$ cat src/hw/rtl/imu_al_pkg.sv
package imu_al_pkg;

   localparam int unsigned SampleW = 16;
   localparam int unsigned RowW    = 48;
   localparam int unsigned AxisN   = 3;
   localparam int unsigned AccW    = 34;
   localparam int unsigned TapW    = 32;
   localparam int unsigned MulW    = 32;
   localparam int unsigned ProdW   = 64;
   localparam int unsigned StepW   = 4;
   localparam int unsigned CsrIdxW = 3;

   // sequencer steps shared by the controller and the lanes
   localparam logic [StepW-1:0] StepRateX  = 4'd0;
   localparam logic [StepW-1:0] StepRateY  = 4'd1;
   localparam logic [StepW-1:0] StepRateZ  = 4'd2;
   localparam logic [StepW-1:0] StepAccX   = 4'd3;
   localparam logic [StepW-1:0] StepAccY   = 4'd4;
   localparam logic [StepW-1:0] StepAccZ   = 4'd5;
   localparam logic [StepW-1:0] StepFiltA0 = 4'd6;
   localparam logic [StepW-1:0] StepFiltA1 = 4'd7;
   localparam logic [StepW-1:0] StepFiltB  = 4'd8;
   localparam logic [StepW-1:0] StepTap    = 4'd10;
   localparam logic [StepW-1:0] StepOut    = 4'd11;

   // register indexes of the configuration port
   localparam logic [CsrIdxW-1:0] CsrMatrixRowX = 3'd0;
   localparam logic [CsrIdxW-1:0] CsrMatrixRowY = 3'd1;
   localparam logic [CsrIdxW-1:0] CsrMatrixRowZ = 3'd2;
   localparam logic [CsrIdxW-1:0] CsrGyroBiasX  = 3'd3;
   localparam logic [CsrIdxW-1:0] CsrGyroBiasY  = 3'd4;
   localparam logic [CsrIdxW-1:0] CsrGyroBiasZ  = 3'd5;

   // filter coefficients, Q2.30
   localparam logic signed [MulW-1:0] CoefA0 = 32'sd2071735500;
   localparam logic signed [MulW-1:0] CoefA1 = -32'sd1000494913;
   localparam logic signed [MulW-1:0] CoefB  = 32'sd2501237;

   localparam logic [RowW-1:0] RowResetX = 48'h0000_0000_4000;
   localparam logic [RowW-1:0] RowResetY = 48'h0000_4000_0000;
   localparam logic [RowW-1:0] RowResetZ = 48'h4000_0000_0000;

   typedef logic signed [SampleW-1:0] s16_type;
   typedef s16_type [AxisN-1:0] vec3_type;

   typedef struct packed {
      s16_type rate_raw_x;
      s16_type rate_raw_y;
      s16_type rate_raw_z;
      s16_type acc_raw_x;
      s16_type acc_raw_y;
      s16_type acc_raw_z;
   } req_payload_type;

   typedef struct packed {
      s16_type rate_out_x;
      s16_type rate_out_y;
      s16_type rate_out_z;
      s16_type acc_rot_x;
      s16_type acc_rot_y;
      s16_type acc_rot_z;
      s16_type acc_smooth_x;
      s16_type acc_smooth_y;
      s16_type acc_smooth_z;
   } rsp_payload_type;

   typedef struct packed {
      logic [StepW-1:0] step;
      logic             tap_en;
      logic             primed;
   } lane_ctl_type;

   typedef struct packed {
      s16_type rate_o;
      s16_type acc_o;
      s16_type smooth_o;
   } lane_res_type;

   // signed Q2.14 coefficient of column col
   function automatic s16_type row_coef(input logic [RowW-1:0] row, input logic [1:0] col);
      s16_type c;
      c = s16_type'(row >> (SampleW * col));
      return c;
   endfunction

   // round half up from Q14, clamp to 16 bits
   function automatic s16_type sat_q14(input logic signed [AccW-1:0] v);
      logic signed [AccW:0]  t;
      logic signed [AccW-14:0] r;
      t = (AccW+1)'(v) + (AccW+1)'(35'sd8192);
      r = $signed(t[AccW:14]);
      if (r > (AccW-13)'(21'sd32767)) return 16'sh7FFF;
      if (r < -(AccW-13)'(21'sd32768)) return 16'sh8000;
      return s16_type'(r[SampleW-1:0]);
   endfunction

   // round half up from Q16, clamp to 16 bits
   function automatic s16_type sat_q16(input logic signed [TapW-1:0] v);
      logic signed [TapW:0]    t;
      logic signed [TapW-16:0] r;
      t = (TapW+1)'(v) + 33'sd32768;
      r = $signed(t[TapW:16]);
      if (r > 17'sd32767) return 16'sh7FFF;
      if (r < -17'sd32768) return 16'sh8000;
      return s16_type'(r[SampleW-1:0]);
   endfunction

   // round half up from Q30, clamp to 32 bits
   function automatic logic signed [TapW-1:0] sat_q30(input logic signed [ProdW-1:0] v);
      logic signed [ProdW-1:0]    t;
      logic signed [ProdW-31:0]   r;
      t = v + 64'sd536870912;
      r = $signed(t[ProdW-1:30]);
      if (r > 34'sd2147483647) return 32'sh7FFF_FFFF;
      if (r < -34'sd2147483648) return 32'sh8000_0000;
      return $signed(r[TapW-1:0]);
   endfunction

endpackage

$ cat src/hw/rtl/imu_al_stream_if.sv
interface imu_al_stream_if #(parameter type payload_type = logic);
   logic        valid;
   logic        ready;
   payload_type data;

   modport source (output valid, output data, input ready);
   modport sink (input valid, input data, output ready);
endinterface

$ cat src/hw/rtl/imu_al_lane.sv
module imu_al_lane (
   input  logic                                clock,
   input  logic                                reset,
   input  imu_al_pkg::lane_ctl_type            ctl,
   input  imu_al_pkg::vec3_type                rate_vec,
   input  imu_al_pkg::vec3_type                acc_vec,
   input  logic [imu_al_pkg::RowW-1:0]         row,
   input  imu_al_pkg::s16_type                 bias,
   output imu_al_pkg::lane_res_type            res
);
   import imu_al_pkg::*;

   logic signed [MulW-1:0]  mul_a;
   logic signed [MulW-1:0]  mul_b;
   logic signed [ProdW-1:0] prod_ff;
   logic [StepW-1:0]        tag_ff;
   logic signed [AccW-1:0]  gyro_sum_ff;
   logic signed [AccW-1:0]  acc_sum_ff;
   logic signed [ProdW-1:0] filt_sum_ff;
   s16_type                 acc_o_ff;
   logic signed [TapW-1:0]  tap_last_ff;
   logic signed [TapW-1:0]  tap_prev_ff;
   logic signed [TapW-1:0]  filt_x;
   logic signed [AccW-1:0]  prod_narrow;
   logic signed [AccW-1:0]  bias_q14;

   assign filt_x      = $signed({acc_o_ff, 16'h0000});
   assign prod_narrow = $signed(prod_ff[AccW-1:0]);
   assign bias_q14    = $signed({{(AccW-30){bias[SampleW-1]}}, bias, 14'h0000});

   // operand select for the shared multiplier
   always_comb begin
      mul_a = '0;
      mul_b = '0;
      unique case (ctl.step)
         StepRateX: begin
            mul_a = MulW'(rate_vec[0]);
            mul_b = MulW'(row_coef(row, 2'd0));
         end
         StepRateY: begin
            mul_a = MulW'(rate_vec[1]);
            mul_b = MulW'(row_coef(row, 2'd1));
         end
         StepRateZ: begin
            mul_a = MulW'(rate_vec[2]);
            mul_b = MulW'(row_coef(row, 2'd2));
         end
         StepAccX: begin
            mul_a = MulW'(acc_vec[0]);
            mul_b = MulW'(row_coef(row, 2'd0));
         end
         StepAccY: begin
            mul_a = MulW'(acc_vec[1]);
            mul_b = MulW'(row_coef(row, 2'd1));
         end
         StepAccZ: begin
            mul_a = MulW'(acc_vec[2]);
            mul_b = MulW'(row_coef(row, 2'd2));
         end
         StepFiltA0: begin
            mul_a = CoefA0;
            mul_b = tap_last_ff;
         end
         StepFiltA1: begin
            mul_a = CoefA1;
            mul_b = tap_prev_ff;
         end
         StepFiltB: begin
            mul_a = CoefB;
            mul_b = filt_x;
         end
         default: begin
            mul_a = '0;
            mul_b = '0;
         end
      endcase
   end

   always_ff @(posedge clock) begin
      prod_ff  <= mul_a * mul_b;
      tag_ff   <= ctl.step;
      acc_o_ff <= sat_q14(acc_sum_ff);
      case (tag_ff) inside
         StepRateX:              gyro_sum_ff <= prod_narrow - bias_q14;
         StepRateY, StepRateZ:   gyro_sum_ff <= gyro_sum_ff + prod_narrow;
         StepAccX:               acc_sum_ff  <= prod_narrow;
         StepAccY, StepAccZ:     acc_sum_ff  <= acc_sum_ff + prod_narrow;
         StepFiltA0:             filt_sum_ff <= prod_ff;
         StepFiltA1, StepFiltB:  filt_sum_ff <= filt_sum_ff + prod_ff;
         default: ;
      endcase
   end

   always_ff @(posedge clock) begin
      if (reset) begin
         tap_last_ff <= '0;
         tap_prev_ff <= '0;
      end else if (ctl.tap_en) begin
         if (!ctl.primed) begin
            tap_last_ff <= filt_x;
            tap_prev_ff <= filt_x;
         end else begin
            tap_prev_ff <= tap_last_ff;
            tap_last_ff <= sat_q30(filt_sum_ff);
         end
      end
   end

   assign res.rate_o   = sat_q14(gyro_sum_ff);
   assign res.acc_o    = acc_o_ff;
   assign res.smooth_o = sat_q16(tap_last_ff);

endmodule

$ cat src/hw/rtl/imu_align_and_accel_lowpass.sv
// channel  dir  handshake         payload
// req_if   in   valid/ready       raw gyro and accel, six signed 16-bit axes
// rsp_if   out  valid/ready       rotated rates, rotated accel, filtered accel
// csr      in   csr_we only       csr_index selects one of six registers
//
// Between accept and the result register, each axis lane runs nine products in
// turn through its own 32x32 multiplier, then rounds and updates its filter taps.
// A new item is accepted the cycle after the result loads, so the block takes no
// new item while the last one is still in the lanes or waiting to load.
// Reset is synchronous; it restores the identity matrix, zero bias and unprimed taps.
// A stalled rsp_if holds the finished result and the lanes until it is taken.
module imu_align_and_accel_lowpass (
   input  logic                                   clock,
   input  logic                                   reset,
   imu_al_stream_if.sink                          req_if,
   imu_al_stream_if.source                        rsp_if,
   input  logic                                   csr_we,
   input  logic [imu_al_pkg::CsrIdxW-1:0]         csr_index,
   input  logic [imu_al_pkg::RowW-1:0]            csr_wdata
);
   import imu_al_pkg::*;

   logic [RowW-1:0]     matrix_row_ff [AxisN];
   s16_type             bias_ff [AxisN];
   req_payload_type     req_hold_ff;
   rsp_payload_type     rsp_data_ff;
   logic                rsp_valid_ff;
   logic                busy_ff;
   logic                primed_ff;
   logic [StepW-1:0]    step_ff;
   logic                req_xfer;
   logic                rsp_xfer;
   logic                rsp_load;
   lane_ctl_type        lane_ctl;
   vec3_type            rate_vec;
   vec3_type            acc_vec;
   lane_res_type        lane_res [AxisN];

   assign req_if.ready = !busy_ff;
   assign req_xfer     = req_if.valid && !busy_ff;
   assign rsp_xfer     = rsp_valid_ff && rsp_if.ready;
   assign rsp_load     = busy_ff && (step_ff == StepOut) && (!rsp_valid_ff || rsp_if.ready);

   assign rsp_if.valid = rsp_valid_ff;
   assign rsp_if.data  = rsp_data_ff;

   assign rate_vec[0] = req_hold_ff.rate_raw_x;
   assign rate_vec[1] = req_hold_ff.rate_raw_y;
   assign rate_vec[2] = req_hold_ff.rate_raw_z;
   assign acc_vec[0]  = req_hold_ff.acc_raw_x;
   assign acc_vec[1]  = req_hold_ff.acc_raw_y;
   assign acc_vec[2]  = req_hold_ff.acc_raw_z;

   assign lane_ctl.step   = step_ff;
   assign lane_ctl.tap_en = busy_ff && (step_ff == StepTap);
   assign lane_ctl.primed = primed_ff;

   always_ff @(posedge clock) begin
      if (reset) begin
         matrix_row_ff[0] <= RowResetX;
         matrix_row_ff[1] <= RowResetY;
         matrix_row_ff[2] <= RowResetZ;
         bias_ff[0]       <= '0;
         bias_ff[1]       <= '0;
         bias_ff[2]       <= '0;
      end else if (csr_we) begin
         unique case (csr_index)
            CsrMatrixRowX: matrix_row_ff[0] <= csr_wdata;
            CsrMatrixRowY: matrix_row_ff[1] <= csr_wdata;
            CsrMatrixRowZ: matrix_row_ff[2] <= csr_wdata;
            CsrGyroBiasX:  bias_ff[0] <= s16_type'(csr_wdata[SampleW-1:0]);
            CsrGyroBiasY:  bias_ff[1] <= s16_type'(csr_wdata[SampleW-1:0]);
            CsrGyroBiasZ:  bias_ff[2] <= s16_type'(csr_wdata[SampleW-1:0]);
            default: ;
         endcase
      end
   end

   // sequencer: advance one step per cycle, hold at the last step until the
   // result register is free
   always_ff @(posedge clock) begin
      if (reset) begin
         busy_ff   <= 1'b0;
         step_ff   <= StepRateX;
         primed_ff <= 1'b0;
      end else begin
         if (req_xfer) begin
            busy_ff <= 1'b1;
            step_ff <= StepRateX;
         end else if (rsp_load) begin
            busy_ff <= 1'b0;
            step_ff <= StepRateX;
         end else if (busy_ff && step_ff != StepOut) begin
            step_ff <= step_ff + 1'b1;
         end
         if (lane_ctl.tap_en) primed_ff <= 1'b1;
      end
   end

   always_ff @(posedge clock) begin
      if (req_xfer) req_hold_ff <= req_if.data;
   end

   for (genvar g = 0; g < AxisN; g++) begin : g_lane
      imu_al_lane u_lane (
         .clock    (clock),
         .reset    (reset),
         .ctl      (lane_ctl),
         .rate_vec (rate_vec),
         .acc_vec  (acc_vec),
         .row      (matrix_row_ff[g]),
         .bias     (bias_ff[g]),
         .res      (lane_res[g])
      );
   end

   // merge the three lanes into one result transfer
   always_ff @(posedge clock) begin
      if (reset) begin
         rsp_valid_ff <= 1'b0;
      end else if (rsp_load) begin
         rsp_valid_ff <= 1'b1;
      end else if (rsp_xfer) begin
         rsp_valid_ff <= 1'b0;
      end
   end

   always_ff @(posedge clock) begin
      if (rsp_load) begin
         rsp_data_ff.rate_out_x   <= lane_res[0].rate_o;
         rsp_data_ff.rate_out_y   <= lane_res[1].rate_o;
         rsp_data_ff.rate_out_z   <= lane_res[2].rate_o;
         rsp_data_ff.acc_rot_x    <= lane_res[0].acc_o;
         rsp_data_ff.acc_rot_y    <= lane_res[1].acc_o;
         rsp_data_ff.acc_rot_z    <= lane_res[2].acc_o;
         rsp_data_ff.acc_smooth_x <= lane_res[0].smooth_o;
         rsp_data_ff.acc_smooth_y <= lane_res[1].smooth_o;
         rsp_data_ff.acc_smooth_z <= lane_res[2].smooth_o;
      end
   end

   a_accept_at_start: assert property (@(posedge clock) disable iff (reset)
      req_if.valid && req_if.ready |-> step_ff == StepRateX)
      else $error("input accepted with sequencer mid-item");

   a_step_bound: assert property (@(posedge clock) disable iff (reset)
      busy_ff |-> step_ff <= StepOut)
      else $error("sequencer step out of range");

   a_primed_sticky: assert property (@(posedge clock) disable iff (reset)
      primed_ff |=> primed_ff)
      else $error("filter lost its primed state");

   a_tap_primes: assert property (@(posedge clock) disable iff (reset)
      lane_ctl.tap_en |=> primed_ff && $past(step_ff) == StepTap)
      else $error("tap update did not prime the filter");

endmodule
$ cat src/flat_wrapper.sv
// flat-port wrapper written by rule: the top's interface ports become plain ports
module imu_align_and_accel_lowpass_flat import imu_al_pkg::*;
  (clock, reset, csr_we, csr_index, csr_wdata, req_if_valid, req_if_data, req_if_ready, rsp_if_valid, rsp_if_data, rsp_if_ready);
  imu_al_stream_if req_if_i ();
  imu_al_stream_if rsp_if_i ();
  input  logic clock;
  input  logic reset;
  input  logic csr_we;
  input  logic [imu_al_pkg::CsrIdxW-1:0] csr_index;
  input  logic [imu_al_pkg::RowW-1:0] csr_wdata;
  input wire logic [$bits(req_if_i.valid)-1:0] req_if_valid;
  input wire logic [$bits(req_if_i.data)-1:0] req_if_data;
  output wire logic [$bits(req_if_i.ready)-1:0] req_if_ready;
  output wire logic [$bits(rsp_if_i.valid)-1:0] rsp_if_valid;
  output wire logic [$bits(rsp_if_i.data)-1:0] rsp_if_data;
  input wire logic [$bits(rsp_if_i.ready)-1:0] rsp_if_ready;
  assign req_if_i.valid = req_if_valid;
  assign req_if_i.data = req_if_data;
  assign req_if_ready = req_if_i.ready;
  assign rsp_if_valid = rsp_if_i.valid;
  assign rsp_if_data = rsp_if_i.data;
  assign rsp_if_i.ready = rsp_if_ready;
  imu_align_and_accel_lowpass u_core (.clock(clock), .reset(reset), .req_if(req_if_i), .rsp_if(rsp_if_i), .csr_we(csr_we), .csr_index(csr_index), .csr_wdata(csr_wdata));
endmodule
$ cat config.mk
export PLATFORM = sky130hd
export DESIGN_NAME = imu_align_and_accel_lowpass_flat
export DESIGN_NICKNAME = d
export VERILOG_FILES = /design/src/hw/rtl/imu_al_pkg.sv /design/src/hw/rtl/imu_al_stream_if.sv /design/src/hw/rtl/imu_al_lane.sv /design/src/hw/rtl/imu_align_and_accel_lowpass.sv /design/src/flat_wrapper.sv
export SDC_FILE = /design/constraint.sdc
export NUM_CORES = 2
export LEC_CHECK = 0
export ABC_AREA = 1
export ABC_CLOCK_PERIOD_IN_PS = 8100
export BUFFER_PORTS_ARGS = -buffer_cell sky130_fd_sc_hd__buf_2
export CELL_PAD_IN_SITES_DETAIL_PLACEMENT = 1
export CELL_PAD_IN_SITES_GLOBAL_PLACEMENT = 1
export CORE_MARGIN = 2
export CORE_UTILIZATION = 45
export DETAILED_ROUTE_END_ITERATION = 10
export PLACE_DENSITY_LB_ADDON = 0.1
export SLEW_MARGIN = 20
export SYNTH_ARGS = -nofsm -noshare
export SYNTH_HDL_FRONTEND = slang
export SYNTH_SLANG_ARGS = --single-unit
$ cat constraint.sdc
create_clock -name clock -period 8.1 [get_ports clock]
set_input_delay 0.405 -clock clock [delete_from_list [all_inputs] [get_ports clock]]
set_output_delay 0.405 -clock clock [all_outputs]
set_load 0.01 [all_outputs]
==> results.md <==
* Slew @ Worst Pin at roughly 1.1 ns
* Pwr dens at between 80 and 90 nW/um2
* Slowest CP cell: fa_1
* Placed cell count at between 8k and 9k
* Mapped cell area at around 52,000 um2
* Syn avg cell area at between 8 and 9 um2
* Global route overflow at 0
* WL final at 233,400 um
* Area after DPL at approximately 61,000 um2
* CP max FO at 6
* Worst Clk Skew at roughly 0.025 ns
* Cell count after synthesis at ~6.4k
* PortBufs at 59
* Rel. slew slack at between 20% and 30%
* Synthesis-stage register bit count at approximately 300
* Initial antenna violation count at 2
* CP startpoint: u_core.step_ff[1]
* Min Clock Period, post-route at approximately 8.4 ns
* Num ports at 60
* Reg-to-Reg Start: u_core.step_ff[1]
* Max Freq at 118.8 MHz
* CORE AREA at 114,500 um2
* Status: finished, violations left
* Final hold vios at 0
* Largest net degree at the start of global routing at 67
* Post-DR vias/cell at 5.385
* Hold Startpoint: csr_wdata[46]
* Wire per inst at roughly 26 um
* Seq/Total Area, Yosys at 14.50%
* Global-route wire length before repair at roughly 330,000 um
* Failing checks: negative setup slack
* Max-slew violation count at 0
* Total power at 5985 uW
* Commonest non-fill, non-tap cells in the layout: inv_1, nand2_1, fa_1
* Leading cell type in the layout, fill and taps excluded: inv_1
* Yosys warns at 0
* Worst-case vdd ir drop at 0.0001255 V
* Max_cap viols at 0
* CP Capture Type: register
* CP startpoint kind: register
* Final nets at ~8.7k
* Worst-path clk slew at about 0.07 ns
* WP data required at about 8.6 ns
* PnR worst setup slack at -0.3192 ns
* Num rows at 124
* Initial cell density of the core at approximately 45%
* Number of fill cells in the layout at between 10k and 15k
* Number of detailed-routing iterations run before antenna repair at 7
* Distinct cells, synth at 62
* Die area at between 100,000 and 150,000 um2
* Via Count at about 48k
* CP Data Arrival Time at slightly below 9 ns
* Die width at 344.1 um
* Vias in the first global route at roughly 52k
* Period utilisation layout at 103.9%
* Total GRT Usage at between 30 and 40%
* Die Y at roughly 340 um
* Clock Sinks at between 300 and 400
* Clk_lat worst skew at roughly 0.59 ns
* H-tree Lvls at 2
* # setup viols final at 31
* Hold Crit Class: input pin to register
* Share of layout cells above drive strength 1 at 25.14%
* P&R area growth vs syn at 28.02%
* Critical path buffer and inverter count at 13
* CTS tree: done
* Leakage at ~0.034 uW
* Routability Congestion at approximately 1.1
* Post-route DRC at 0
* Root Buffer: clkbuf_16
* Crit-path leading delay family: adder cells
* Final instance area at ~67,000 um2
* Place WS at -1.245 ns
* Layout Cells excl Fill at roughly 8.9k
* DR iter-0 viols at between 3k and 4k
* Maximum clock path buffer count at 3
* WS Path Type: register to register
* Detailed placement HPWL at 197,300 um
* Num CTS Buffers at 38
* Final ANT Viol Nets at 0
* Unrepaired setup endpoints after global routing: true
* Slowest stage delay, CP at roughly 0.59 ns
* ANT cells at 0
* Most numerous cell on the critical path: fa_1
## stage by stage
| step | TNS, ns | util, % | hold slack (ns) |
|---|---|---|---|
| after global placement | -24.64 | 52.93 | 0.4540 |
| after CTS | -0.2753 | 56.09 | 0.05919 |
| final | -3.621 | 58.19 | 0.09305 |
| after floorplan | 0 | - | 0.3498 |
| after global routing | -10.26 | 58.19 | 0.08463 |
| after detailed placement | -32.68 | 52.93 | 0.4654 |
## synth_stat cells (all sizes together)
library cell  number  area, um2
a2111oi            1      27.53
a211oi            17      127.6
a21boi             7      52.55
a21o              11      82.58
a21oi            296       1496
a221oi            14      202.7
a22o               3      26.28
a31oi             18      118.9
and2               4      25.02
and3               2      12.51
buf               42      247.7
clkbuf            40      150.1
conb               2      7.510
dfxtp            155       3103
edfxtp           148       4444
fa               950      19020
ha               388       4855
inv             1661       6235
nand2           1147       4353
nand3            253       1279
nand3b            10      75.07
nand4             51      325.3
nor2             640       2450
nor3              42      299.0
nor3b              1      7.510
nor4              22      227.7
o211ai             7      52.55
o21a               6      45.04
o21ai            233       1181
o21bai            19      142.6
o22ai              3      32.53
o31ai              1      7.510
o32ai              1      8.760
or2               30      187.7
or4                1      7.510
xnor2             50      437.9
xor2              79      691.9
## worst reg2reg max path: cells and delay by family, from the launching register on
kind / cells / cell delay (ns)
AOI/OAI and AO/OA: 7 / 1.49
adders and majority gates: 10 / 4.46
buffers and inverters: 13 / 1.51
DFF: 1 / 0.39
and+or+nand+nor: 5 / 0.47
## registers in the layout (all words and copies together) (netlist names), 4 cells and up
| signal | flops |
|---|---|
| u_core.step_ff | 4 |
| u_core.g_lane.u_lane.acc_o_ff | 16 |
| u_core.matrix_row_ff | 48 |
| u_core.g_lane.u_lane.tap_last_ff | 32 |
| u_core.g_lane.u_lane.tag_ff | 4 |
| u_core.g_lane.u_lane.acc_sum_ff | 34 |
| u_core.g_lane.u_lane.tap_prev_ff | 32 |
| u_core.g_lane.u_lane.prod_ff | 64 |
| u_core.g_lane.u_lane.filt_sum_ff | 64 |
## per-layer routing
metal / share of wire, % / GRT usage [%]
met1: 39 / 47.43
met2: 48 / 66.05
met3: 5.3 / 4.668
met4: 7.9 / 22.21
met5: 0 / 0
## repair_timing
action                     4_1_cts  5_1_grt
setup endpoints to repair       48       46
gates cloned                     3        0
hold buffers                     1        0
gates resized for setup        518      517
setup buffers                   50       73
pin swaps                      133      190
hold endpoints to repair         1        0
## cells by family (layout without fill, tap and decap cells)
kind of cell,after synthesis,after routing,synth area share [%]
AND/OR/NAND/NOR,2203,2204,17.77
buffers and inverters,1743,2714,12.74
adder cells (fa/ha/maj),1338,1338,45.87
AO/OA/AOI/OAI,637,638,6.926
flip-flops,303,303,14.50
XOR/XNOR,129,129,2.171
other,2,33,0.01443
## power breakdown
group	switching (uW)	total (uW)	internal (uW)
logic	1450	2370	923
registers	129	1840	1710
clock network	784	1780	993
total	2360	5980	3620
## worst paths after layout
path                                                                 to  slack (ns)  cells past startpoint
worst min-delay path                        u_core.matrix_row_ff[2][46]        0.09                      2
worst min register to register  u_core.g_lane[2].u_lane.tap_prev_ff[12]        0.47                      2
worst max register to register      u_core.g_lane[2].u_lane.prod_ff[62]       -0.32                     35
worst max-delay path                u_core.g_lane[2].u_lane.prod_ff[62]       -0.32                     35
## area by class of cell
type / instances / area (um2) / share of cell area [%]
Clock buffer: 46 / 1044 / 1.566
Clock inverter: 21 / 190.2 / 0.2855
Inverter: 1661 / 6290 / 9.441
Multi-Input combinational cell: 4342 / 41450 / 62.21
Sequential cell: 303 / 7556 / 11.34
Tap cell: 1512 / 1892 / 2.840
Timing Repair Buffer: 986 / 8203 / 12.31
(Power assumes the default switching activity.)
